===== src/rtl/ppfa_pkg.sv =====
// Package for the paired packet frame assembler.
// Holds packet geometry constants and the controller/datapath command and status types.
// Used by the controller, the datapath, the core and the bench; depends on nothing.
`timescale 1ns / 1ps
`default_nettype none

package ppfa_pkg;

  localparam int FRAMES_DEF    = 8;    // frame slots in the ring
  localparam int SAMPLE_W      = 16;
  localparam int POINT_W       = 8;
  localparam int POS_W         = 10;   // word position within a packet
  localparam int GRP_W         = 7;    // sample group counter
  localparam int SUB_W         = 3;    // word within a group
  localparam int PACKET_WORDS  = 733;
  localparam int GROUP_WORDS   = 6;    // x, y, z, two of each
  localparam int BANKS         = 6;    // one bank per channel and sample parity
  localparam int BANK_ROWS     = 244;  // rows per slot in each bank
  localparam int HALF_ROWS     = 122;  // rows written by one packet
  localparam int PAD_POINTS    = 6;    // leading points that read as zero
  localparam int LAST_DATA_PT  = 249;  // last point that holds samples
  localparam int LAST_POINT    = 255;  // reading it releases the frame

  typedef logic signed [SAMPLE_W-1:0] sample_t;

  typedef struct packed {
    logic clr_en;    // clear one slot number entry
    logic word_en;   // packet word transfer
    logic read_en;   // read request transfer
    logic load_out;  // move read data into the output register
  } ppfa_cmd_t;

  typedef struct packed {
    logic clr_last;  // clearing pass at its last entry
    logic out_free;  // output register empty or being taken
  } ppfa_sts_t;

endpackage

`default_nettype wire


===== src/rtl/ppfa_ctrl.sv =====
// Controller state machine: clearing pass, input handshake and output load sequencing.
// Depends on ppfa_pkg for the command and status types.
`timescale 1ns / 1ps
`default_nettype none

module ppfa_ctrl (
  input  wire logic                clk,
  input  wire logic                rst_n,
  input  wire logic                in_tvalid,
  input  wire logic                in_kind,
  output logic                     in_tready,
  input  wire ppfa_pkg::ppfa_sts_t sts,
  output ppfa_pkg::ppfa_cmd_t      cmd
);

  localparam logic [1:0] ST_CLEAR = 2'd0;
  localparam logic [1:0] ST_IDLE  = 2'd1;
  localparam logic [1:0] ST_READ  = 2'd2;

  logic [1:0] state_r, state_nxt;
  logic       accept;

  assign accept = in_tvalid & in_tready;

  always_comb begin
    state_nxt    = state_r;
    in_tready    = 1'b0;
    cmd.clr_en   = 1'b0;
    cmd.load_out = 1'b0;
    case (state_r)
      ST_CLEAR: begin
        cmd.clr_en = 1'b1;
        if (sts.clr_last) begin
          state_nxt = ST_IDLE;
        end
      end
      ST_IDLE: begin
        in_tready = 1'b1;
        if (accept && in_kind) begin
          state_nxt = ST_READ;
        end
      end
      ST_READ: begin
        // RAM data is ready; once the output register is free, hand it over and take the next item in the same cycle
        in_tready    = sts.out_free;
        cmd.load_out = sts.out_free;
        if (sts.out_free && !(accept && in_kind)) begin
          state_nxt = ST_IDLE;
        end
      end
      default: begin
        state_nxt = ST_CLEAR;
      end
    endcase
    cmd.word_en = accept & ~in_kind;
    cmd.read_en = accept & in_kind;
  end

  always_ff @(posedge clk) begin
    if (!rst_n) begin
      state_r <= ST_CLEAR;
    end else begin
      state_r <= state_nxt;
    end
  end

endmodule

`default_nettype wire


===== config.mk =====
export PLATFORM = sky130hd
export DESIGN_NAME = ppfa_ctrl
export DESIGN_NICKNAME = d
export VERILOG_FILES = /design/src/rtl/ppfa_pkg.sv /design/src/rtl/ppfa_ctrl.sv
export SDC_FILE = /design/constraint.sdc
export NUM_CORES = 1
export LEC_CHECK = 0
export BUFFER_PORTS_ARGS = -buffer_cell sky130_fd_sc_hd__buf_2
export CAP_MARGIN = 15
export CORE_AREA = 2 2 39 41
export DETAILED_ROUTE_END_ITERATION = 7
export DIE_AREA = 0 0 41 43
export SETUP_SLACK_MARGIN = 0.1
export SLEW_MARGIN = 20
export SYNTH_ARGS = -nofsm -noshare
export SYNTH_HDL_FRONTEND = slang
export SYNTH_SLANG_ARGS = --single-unit

===== constraint.sdc =====
create_clock -name clk -period 2.64 [get_ports clk]
set_input_delay 0.528 -clock clk [delete_from_list [all_inputs] [get_ports clk]]
set_output_delay 0.528 -clock clk [all_outputs]
set_load 0.02 [all_outputs]

# == Word-level counts from Yosys, hierarchy flattened ==
# Cells that the tools add are included.
# word_totals
register_bits,2
input_bits,6
out_inout_bits,5
wordCells,22
# classes
n_eq_ne,5
n_mux,7
n_bitwise,4
reduce_logical,5
# ops
operator,n
$mux 2,3
$ne 2x2->1 const B,3
$pmux 2 s3,1
$and 1x1->1,3
$reduce_and 3->1,1
$eq 2x1->1 const B,1
$eq 2x2->1 const B,1
$logic_and 1x1->1,2
$logic_not 2->1,1
$mux 1,2
$pmux 1 s2,1
$logic_not 1->1,1
$not 1->1,1

# == Logic depth before layout (Yosys ltp) ==
# Gate-level depths: netlist of the first run.
# depth
ltp_word,8
mapped_depth,6
depth_no_buf,6

# == Least setup slack after synthesis of the first run ==
# Ideal clock, no wire load.
# synth_timing
path_type,register to output
from,register state_r[0]
to,output port cmd[2] (netlist bit)
t_arrival_ps,1347
required_ps,2112
slack_ps,765
path_stages_with_launch,6
path_buffers,0
path_cell_list,dfxtp_1 -> inv_1 -> ha_1 -> and2_2 -> nor2_1 -> nor3_1
# synth_rtl
element,line_no,source
"start, declared",ppfa_ctrl.sv:20,"logic [1:0] state_r, state_nxt;"
"start signal, assigned",ppfa_ctrl.sv:63,state_r <= state_nxt;
"end, declared",ppfa_ctrl.sv:13,output ppfa_pkg::ppfa_cmd_t cmd

==> out/results.ini, run 1 <==
[timing]
rsz0062_at_grt=false
worst_pin_slew_ns=0.251
fmax_mhz=513
finalCriticalPeriod_ns=1.95
fin_setup_tns_ns=0
maxSlewViolCount=0
fin_worst_skew_ns=0.00182
period_share=0.738
slew_headroom=0.833
report.final.setup_viol=0
finalWorstSetupSlack_ns=0.692
report.final.hold_viol_count=0

[clock_tree]
ctsLongestPathBuffers=2
root_buffer=sky130_fd_sc_hd__clkbuf_4
clock-sinks=2
clkLatencyLatePin_ns=0.22
ctsResizeCount=0
cts-buffers-inserted=3
cts.hold.buffers_added=0
postCtsSetupBuffers=0
clock_tree_from_tritoncts=built
clkTransAtPathRegs_ns=0.03
clock_tree.htree_level_count=1

[yosys]
post_synth_most_frequent_cells=5 x sky130_fd_sc_hd__inv_1, 4 x sky130_fd_sc_hd__nand2_1, 3 x sky130_fd_sc_hd__ha_1
synth-main-ff-cell=sky130_fd_sc_hd__dfxtp_1
synthArstFlopShare=0
synth_enable_flop_cells=0
synth_xor_xnor_area_share=0
dominant_combinational_cell_family_by_area_after_synthesis=simple AND/OR/NAND/NOR gates
synth.lib_cells_used.distinct=15
synth_mux_area_frac=0.0516
synth_top_cell_area_share=0.206
synth_fa_ha_area_frac=0.194
syn-mean-instance-area_um2=7.46
synth.cell_area_um2=194
share_of_the_synthesized_area_in_compound_gates_ao_oa_aoi_oai=0.148
synthTopCellsByArea=sky130_fd_sc_hd__dfxtp_1 21%, sky130_fd_sc_hd__ha_1 19%, sky130_fd_sc_hd__inv_1 9.7%
syn-num-nets=35
yosys_register_bits=2
synthesis.yosys.warnings=0
synthSimpleGateAreaFrac=0.303
synth_seq_area_share=0.206
synth.largest_area_cell=sky130_fd_sc_hd__dfxtp_1
synth_most_common_cell=sky130_fd_sc_hd__inv_1
syn_inst=26

[grt]
via_count_of_the_first_global_routing_pass=184
gr_usage_total=0.0601
grt_first_pass_wirelength_um=641
grt_overflow=0
grt_antenna_before_repair=0
maximum_number_of_pins_on_one_net_before_global_route_repair=6

[worst_setup_path]
setup_crit_start_kind=register
rrSetupSlack_ns=1.19
cpMaxStageDelayCell=sky130_fd_sc_hd__dfxtp_1
worstSetupPathType=reg2out
worst_setup_path_end_kind=output pin
crit_path_max_incr_delay_ns=0.34
required_ns=2.11
crit_path_cell_trace=inv_1, ha_1, and2_2, nor2_1, nor3_1, buf_2
worst-endpoint-arrival_ns=1.42
critical_path_peak_fanout=4

[floorplanning]
dieArea_um2=1760
fp.dieH_um=43
placementRows=14
die_w_um=41
fp.coreArea_um2=1380
io_pins=11
starting_utilization_of_the_core_area=0.140

[worst_hold_path]
hold_path_class=reg2reg

[layout]
largest-register=state_r
regArea_um2=40.0
largest_register_ffs=2
drive_gt1_frac=0.359
fillerInstances=163
antenna_cells_inserted=0
largest_registers=state_r x2
design.final.nets=50
syn2layout_area_growth_pct=47.7
multi_input_comb_area_um2=135

[power_and_ir_drop]
worst_ir_drop_vdd_v=0.000200
cellLeakagePower_uw=0.000156
powerDensity_nw_per_um2=958

[placed_design]
finalWeightedCongestion=0.603
place_ws_ns=0.913
count_of_buffers_from_port_buffering=10

[drt]
drt_pre_antenna_iters=4
routed_wire_length_per_instance_um=7.75
detail_route.iter0.violations=6
wirelength_um=426
drc=0
ant_nets=0
vias_per_cell=3.93
via_total_after_detailed_routing=216

[flow_run]
timing.max_cap.violations=0

[status]
run_status=complete, no violations

-- cells by family (layout without fill, tap and decap cells) --
family,after synthesis,in the layout
and+or+nand+nor,12,12
DFF,2,2
adders and majority gates,3,3
buffers and inverters,5,18
muxes,1,1
AOI/OAI and AO/OA,3,3
-- where the power goes --
part           switching, µW  internal, µW  leakage [µW]
Sequential              7.68          41.1     0.0000165
Clock                   17.0          50.1     0.0000138
Combinational           90.0          68.4      0.000125
-- metrics by stage --
step | instances | utilization | hold slack (ns) | instance area (µm²) | power (µW)
floorplan | 26 | - | 0.451 | 194 | 172
global placement | 52 | 0.191 | 0.474 | 264 | 208
detailed placement | 52 | 0.191 | 0.488 | 264 | 209
CTS | 55 | 0.207 | 0.492 | 287 | 283
global route | 55 | 0.207 | 0.525 | 287 | 305
finish | 55 | 0.207 | 0.484 | 287 | 274
-- worst max-delay path: cells and delay by family (launching register included) --
kind	cells	cell delay, ns
simple gates	3	0.40
flops	1	0.34
buf+inv	2	0.23
fa+ha+maj	1	0.23
-- routing by layer --
layer  vias to the layer above  wire, µm  share of wire  global-route usage
li1                        116         -              -                   -
met1                        92       187           0.44              0.0541
met2                         8       192           0.45              0.0781
met3                         0        45           0.11              0.0471
met4                         0         0              0              0.0600
met5                         -         0              0                   0
-- path summary, 6_finish.rpt --
kind           endpoint  cells past startpoint        from
max reg2reg  state_r[1]                      5  state_r[0]
min reg2reg  state_r[1]                      2  state_r[1]
max              cmd[2]                      6  state_r[0]
min          state_r[1]                      2  state_r[1]
-- cell usage in the layout (no fill, tap or decap) --
master,n
sky130_fd_sc_hd__inv_1,5
sky130_fd_sc_hd__nand4_1,1
sky130_fd_sc_hd__mux2i_1,1
sky130_fd_sc_hd__nand3_1,1
sky130_fd_sc_hd__o211a_1,1
sky130_fd_sc_hd__a222oi_1,1
sky130_fd_sc_hd__and2_2,1
sky130_fd_sc_hd__dfxtp_1,2
sky130_fd_sc_hd__nor2b_1,1
sky130_fd_sc_hd__clkbuf_4,3
sky130_fd_sc_hd__nand2_1,4
sky130_fd_sc_hd__ha_1,3
sky130_fd_sc_hd__and3_1,1
sky130_fd_sc_hd__nor2_1,2
sky130_fd_sc_hd__a211o_1,1
sky130_fd_sc_hd__nor3_1,1
sky130_fd_sc_hd__buf_2,10
-- area by class of cell --
type                       instances  area share
inverter                           5      0.0655
sequential                         2       0.140
multi-input combinational         19       0.472
timing repair buffer              10       0.175
clock buffer                       3      0.0786
tap                               16      0.0699
Note: power is estimated with default switching activity, not from simulation.
==> run 2, diff against run 1 <==
Clock period 2.64 ns to 2 ns, I/O delays scaled along.
==> out/results.ini, run 2 (synthesis results as in run 1) <==
[timing]
slew_headroom=0.830
fmax_mhz=558
finalWorstSetupSlack_ns=0.208
period_share=0.896
worst_pin_slew_ns=0.255
maxSlewViolCount=0
rsz0062_at_grt=false
fin_worst_skew_ns=0.00400
report.final.setup_viol=0
fin_setup_tns_ns=0
whs_ns=0.440
finalCriticalPeriod_ns=1.79
report.final.hold_viol_count=0

[drt]
routed_wire_length_per_instance_um=8.00
wirelength_um=440
via_total_after_detailed_routing=230
detail_route.iter0.violations=5
drc=0
vias_per_cell=4.18
ant_nets=0
drt_pre_antenna_iters=5

[clock_tree]
clkTransAtPathRegs_ns=0.03
postCtsSetupBuffers=0
clkLatencyLatePin_ns=0.22
clock-sinks=2
root_buffer=sky130_fd_sc_hd__clkbuf_4
clock_tree.htree_level_count=1
ctsLongestPathBuffers=2
cts-buffers-inserted=3
clock_tree_from_tritoncts=built

[worst_hold_path]
hold_path_class=in2reg
origin_of_the_worst_min_delay_path=rst_n
holdPathEnd=state_r[0]
worst_hold_path.num_cells=2

[floorplanning]
fp.coreArea_um2=1380
fp.dieH_um=43
die_w_um=41
dieArea_um2=1760
io_pins=11
starting_utilization_of_the_core_area=0.140
placementRows=14

[flow_run]
timing.max_cap.violations=0

[layout]
final_cell_mix=10 x sky130_fd_sc_hd__buf_2, 5 x sky130_fd_sc_hd__inv_1, 4 x sky130_fd_sc_hd__nand2_1
fillerInstances=161
layoutNonFillerInstCount=55
commonest_non_fill_non_tap_cell_in_the_layout=sky130_fd_sc_hd__buf_2
final_cell_area_um2=289
largest_register_ffs=2
largest_registers=state_r x2
design.final.nets=50
regArea_um2=40.0
largest-register=state_r
antenna_cells_inserted=0
syn2layout_area_growth_pct=49.0
multi_input_comb_area_um2=138
drive_gt1_frac=0.385

[placed_design]
count_of_buffers_from_port_buffering=10
place.detailed.instances=52
placed_cell_area_um2=264
hpwl_um=358
finalWeightedCongestion=0.607
place_ws_ns=0.400

[grt]
grt_antenna_before_repair=0
gr_usage_total=0.0621
grt_overflow=0
maximum_number_of_pins_on_one_net_before_global_route_repair=6
via_count_of_the_first_global_routing_pass=173
grt_first_pass_wirelength_um=655

[worst_setup_path]
required_ns=1.60
worstSetupPathType=reg2out
worst_r2r_start=state_r[0]
crit_path_cell_trace=inv_1, ha_1, and2_2, nor2_2, nor3_1, buf_2
worst-endpoint-arrival_ns=1.39
terminus_of_the_critical_flop_to_flop_path=state_r[1]
crit_path_max_incr_delay_ns=0.34
critical_path_peak_fanout=4
reg2regPathDepth=5
worst_setup_path_end_kind=output pin
setup_crit_start_kind=register
cpMaxStageDelayCell=sky130_fd_sc_hd__dfxtp_1
rrSetupSlack_ns=0.54

[power_and_ir_drop]
power_switching_share=0.421
seq_power_share=0.176
cellLeakagePower_uw=0.000156
worst_ir_drop_vdd_v=0.000269
clockPowerShare=0.243
powerDensity_nw_per_um2=1270
p_int_uw=213
comb_power_share=0.581
power.switching_uw=155

[status]
run_status=complete, no violations

## run 2: per-stage QoR
stage                     utilization  power, µW
after floorplan                     -        227
after global placement          0.191        275
after detailed placement        0.191        276
after CTS                       0.207        374
after global routing            0.209        408
final                           0.209        368
## run 2: area by class of cell
type / count / area share
inverter: 5 / 0.0649
clock buffer: 3 / 0.0779
sequential: 2 / 0.139
tap: 16 / 0.0693
multi-input combinational: 19 / 0.476
timing repair buffer: 10 / 0.173
## run 2: power by group through the flow
stage	combinational (µW)	clock [µW]	sequential, µW
after floorplan	164	0	62.8
after global placement	210	0	64.8
after detailed placement	210	0	65.4
after CTS	212	96.9	64.9
after global routing	239	104	65.8
final	214	89.4	64.9
## run 2: critical path, delay by kind of cell, from the launching register on
family / cells / cell delay, ns
and+or+nand+nor: 3 / 0.36
DFF: 1 / 0.34
adders and majority gates: 1 / 0.24
buffers and inverters: 2 / 0.22
## run 2: how the worst max path moves through the flow
stage,start,to,slack [ns],cells after the start
floorplan,state_r[0],cmd[2],0.25,5
global placement,state_r[0],cmd[2],0.42,6
detailed placement,state_r[0],cmd[2],0.40,6
CTS,state_r[0],cmd[2],0.15,6
global route,state_r[0],cmd[2],0.11,6
finish,state_r[0],cmd[2],0.21,6
## run 2: what timing repair did
item,CTS,global route
endpoints found under the setup margin,0,2
hold buffers,0,0
gates resized for setup,0,1
## run 2: layer usage
metal,part of all wire,GRT usage,up-vias,routed length (µm)
met5,0,0,-,0
met2,0.44,0.0688,20,192
li1,-,-,115,-
met4,0,0.0800,0,0
met3,0.17,0.0471,0,75
met1,0.39,0.0607,95,172
==> run 3, diff against run 2 <==
Settings changed: CAP_MARGIN 15 to 0, CELL_PAD_IN_SITES_DETAIL_PLACEMENT from default to 1, CELL_PAD_IN_SITES_GLOBAL_PLACEMENT from default to 1, PLACE_DENSITY_LB_ADDON from default to 0.1.
==> out/results.ini, run 3 (synthesis results as in run 1) <==
[status]
run_status=complete, no violations

[layout]
syn2layout_area_growth_pct=55.5
layoutNonFillerInstCount=55
design.final.nets=50
largest_registers=state_r x2
fillerInstances=176
finish.utilization=0.218
largest-register=state_r
commonest_non_fill_non_tap_cell_in_the_layout=sky130_fd_sc_hd__buf_2
largest_register_ffs=2
final_cell_area_um2=302
final_cell_mix=10 x sky130_fd_sc_hd__buf_2, 5 x sky130_fd_sc_hd__inv_1, 4 x sky130_fd_sc_hd__nand2_1
antenna_cells_inserted=0
drive_gt1_frac=0.436

[clock_tree]
clkTransAtPathRegs_ns=0.03
clock_tree.htree_level_count=1
ctsLongestPathBuffers=2
clkLatencyLatePin_ns=0.22
cts-buffers-inserted=3
clock_tree_from_tritoncts=built
clock-sinks=2
root_buffer=sky130_fd_sc_hd__clkbuf_4
postCtsSetupBuffers=0

[worst_setup_path]
cpMaxStageDelayCell=sky130_fd_sc_hd__dfxtp_1
crit_path_cell_trace=inv_1, ha_2, and2_2, nor2_4, nor3_2, buf_2
worst-endpoint-arrival_ns=1.38
crit_path_max_incr_delay_ns=0.32
required_ns=1.60
setup_crit_start_kind=register
critical_path_peak_fanout=4
worstSetupPathType=reg2out
worst_setup_path_end_kind=output pin

[timing]
fmax_mhz=562
rsz0062_at_grt=false
fin_worst_skew_ns=0.00175
report.final.setup_viol=0
report.final.hold_viol_count=0
slew_headroom=0.810
worst_pin_slew_ns=0.285
fin_setup_tns_ns=0
maxSlewViolCount=0
finalWorstSetupSlack_ns=0.222
finalCriticalPeriod_ns=1.78
period_share=0.889

[power_and_ir_drop]
power_switching_share=0.437
worst_ir_drop_vdd_v=0.000325
p_int_uw=220
comb_power_share=0.607
cellLeakagePower_uw=0.000157
clockPowerShare=0.223
power.switching_uw=171
powerDensity_nw_per_um2=1300
seq_power_share=0.169

[drt]
drc=0
via_total_after_detailed_routing=224
detail_route.iter0.violations=5
wirelength_um=584
vias_per_cell=4.07
drt_pre_antenna_iters=4
routed_wire_length_per_instance_um=10.6
ant_nets=0

[grt]
grt_overflow=0
groute.layer.met1.usage=0.0955
gr-usage-met2=0.122
maximum_number_of_pins_on_one_net_before_global_route_repair=6
grt_antenna_before_repair=0
via_count_of_the_first_global_routing_pass=235
met3_usage=0.0314
grt.busiest_layer=met2
grt_first_pass_wirelength_um=966
gr_usage_total=0.0841

[floorplanning]
fp.coreArea_um2=1380
fp.dieH_um=43
io_pins=11
die_w_um=41
placementRows=14
starting_utilization_of_the_core_area=0.140
dieArea_um2=1760

[placed_design]
finalWeightedCongestion=0.664
place.detailed.instances=52
count_of_buffers_from_port_buffering=10
place_ws_ns=0.310
hpwl_um=486
placed_cell_area_um2=264

[flow_run]
timing.max_cap.violations=0

[worst_hold_path]
hold_path_class=in2reg

[run 3: cell types whose count changed in the layout (fill, tap and decap cells not counted)]
cell,change
sky130_fd_sc_hd__nor3_1,-1
sky130_fd_sc_hd__nor3_2,+1
sky130_fd_sc_hd__nor2_4,+1
sky130_fd_sc_hd__nor2_2,-1
sky130_fd_sc_hd__ha_1,-1
sky130_fd_sc_hd__ha_2,+1
[run 3: area by class of cell]
type	instances	area, µm²	share of cell area
sequential	2	40.0	0.133
timing repair buffer	10	50.0	0.166
multi-input combinational	19	150	0.498
inverter	5	18.8	0.0622
tap	16	20.0	0.0664
clock buffer	3	22.5	0.0747
[run 3: path summary, 6_finish.rpt]
| kind | start | depth (start not counted) | slack, ns | to |
|---|---|---|---|---|
| setup / recovery | state_r[0] | 6 | 0.22 | cmd[2] |
| hold / removal | rst_n | 2 | 0.44 | state_r[0] |
| setup reg to reg | state_r[0] | 5 | 0.50 | state_r[1] |
| hold reg to reg | state_r[1] | 2 | 0.50 | state_r[1] |
[run 3: timing repair]
item / in CTS / in global routing
hold buffers: 0 / 0
gates resized for setup: 1 / 3
endpoints found under the setup margin: 3 / 3
[run 3: stage by stage]
step | power [µW] | hold WS (ns)
finish | 391 | 0.444
CTS | 389 | 0.437
global placement | 284 | 0.478
detailed placement | 291 | 0.501
global route | 434 | 0.446
floorplan | 227 | 0.451
[run 3: metal layers]
metal / vias to the layer above / share of wire
met2: 5 / 0.53
met1: 104 / 0.43
met5: - / 0
met3: 0 / 0.038
li1: 115 / -
met4: 0 / 0
[run 3: power groups by stage]
| stage | Combinational, µW | Sequential (µW) | Clock (µW) |
|---|---|---|---|
| 6_report | 237 | 66.1 | 87.3 |
| 5_1_grt | 266 | 68.4 | 99.8 |
| 4_1_cts | 229 | 66.7 | 93.4 |
| 3_5_place_dp | 224 | 67.3 | 0 |
| 3_3_place_gp | 219 | 65.6 | 0 |
| 2_1_floorplan | 164 | 62.8 | 0 |
[run 3: critical path: cells and delay by family, from the launching register on]
family	cells	cell delay (ns)
buf+inv	2	0.26
fa+ha+maj	1	0.21
simple gates	3	0.36
flops	1	0.32
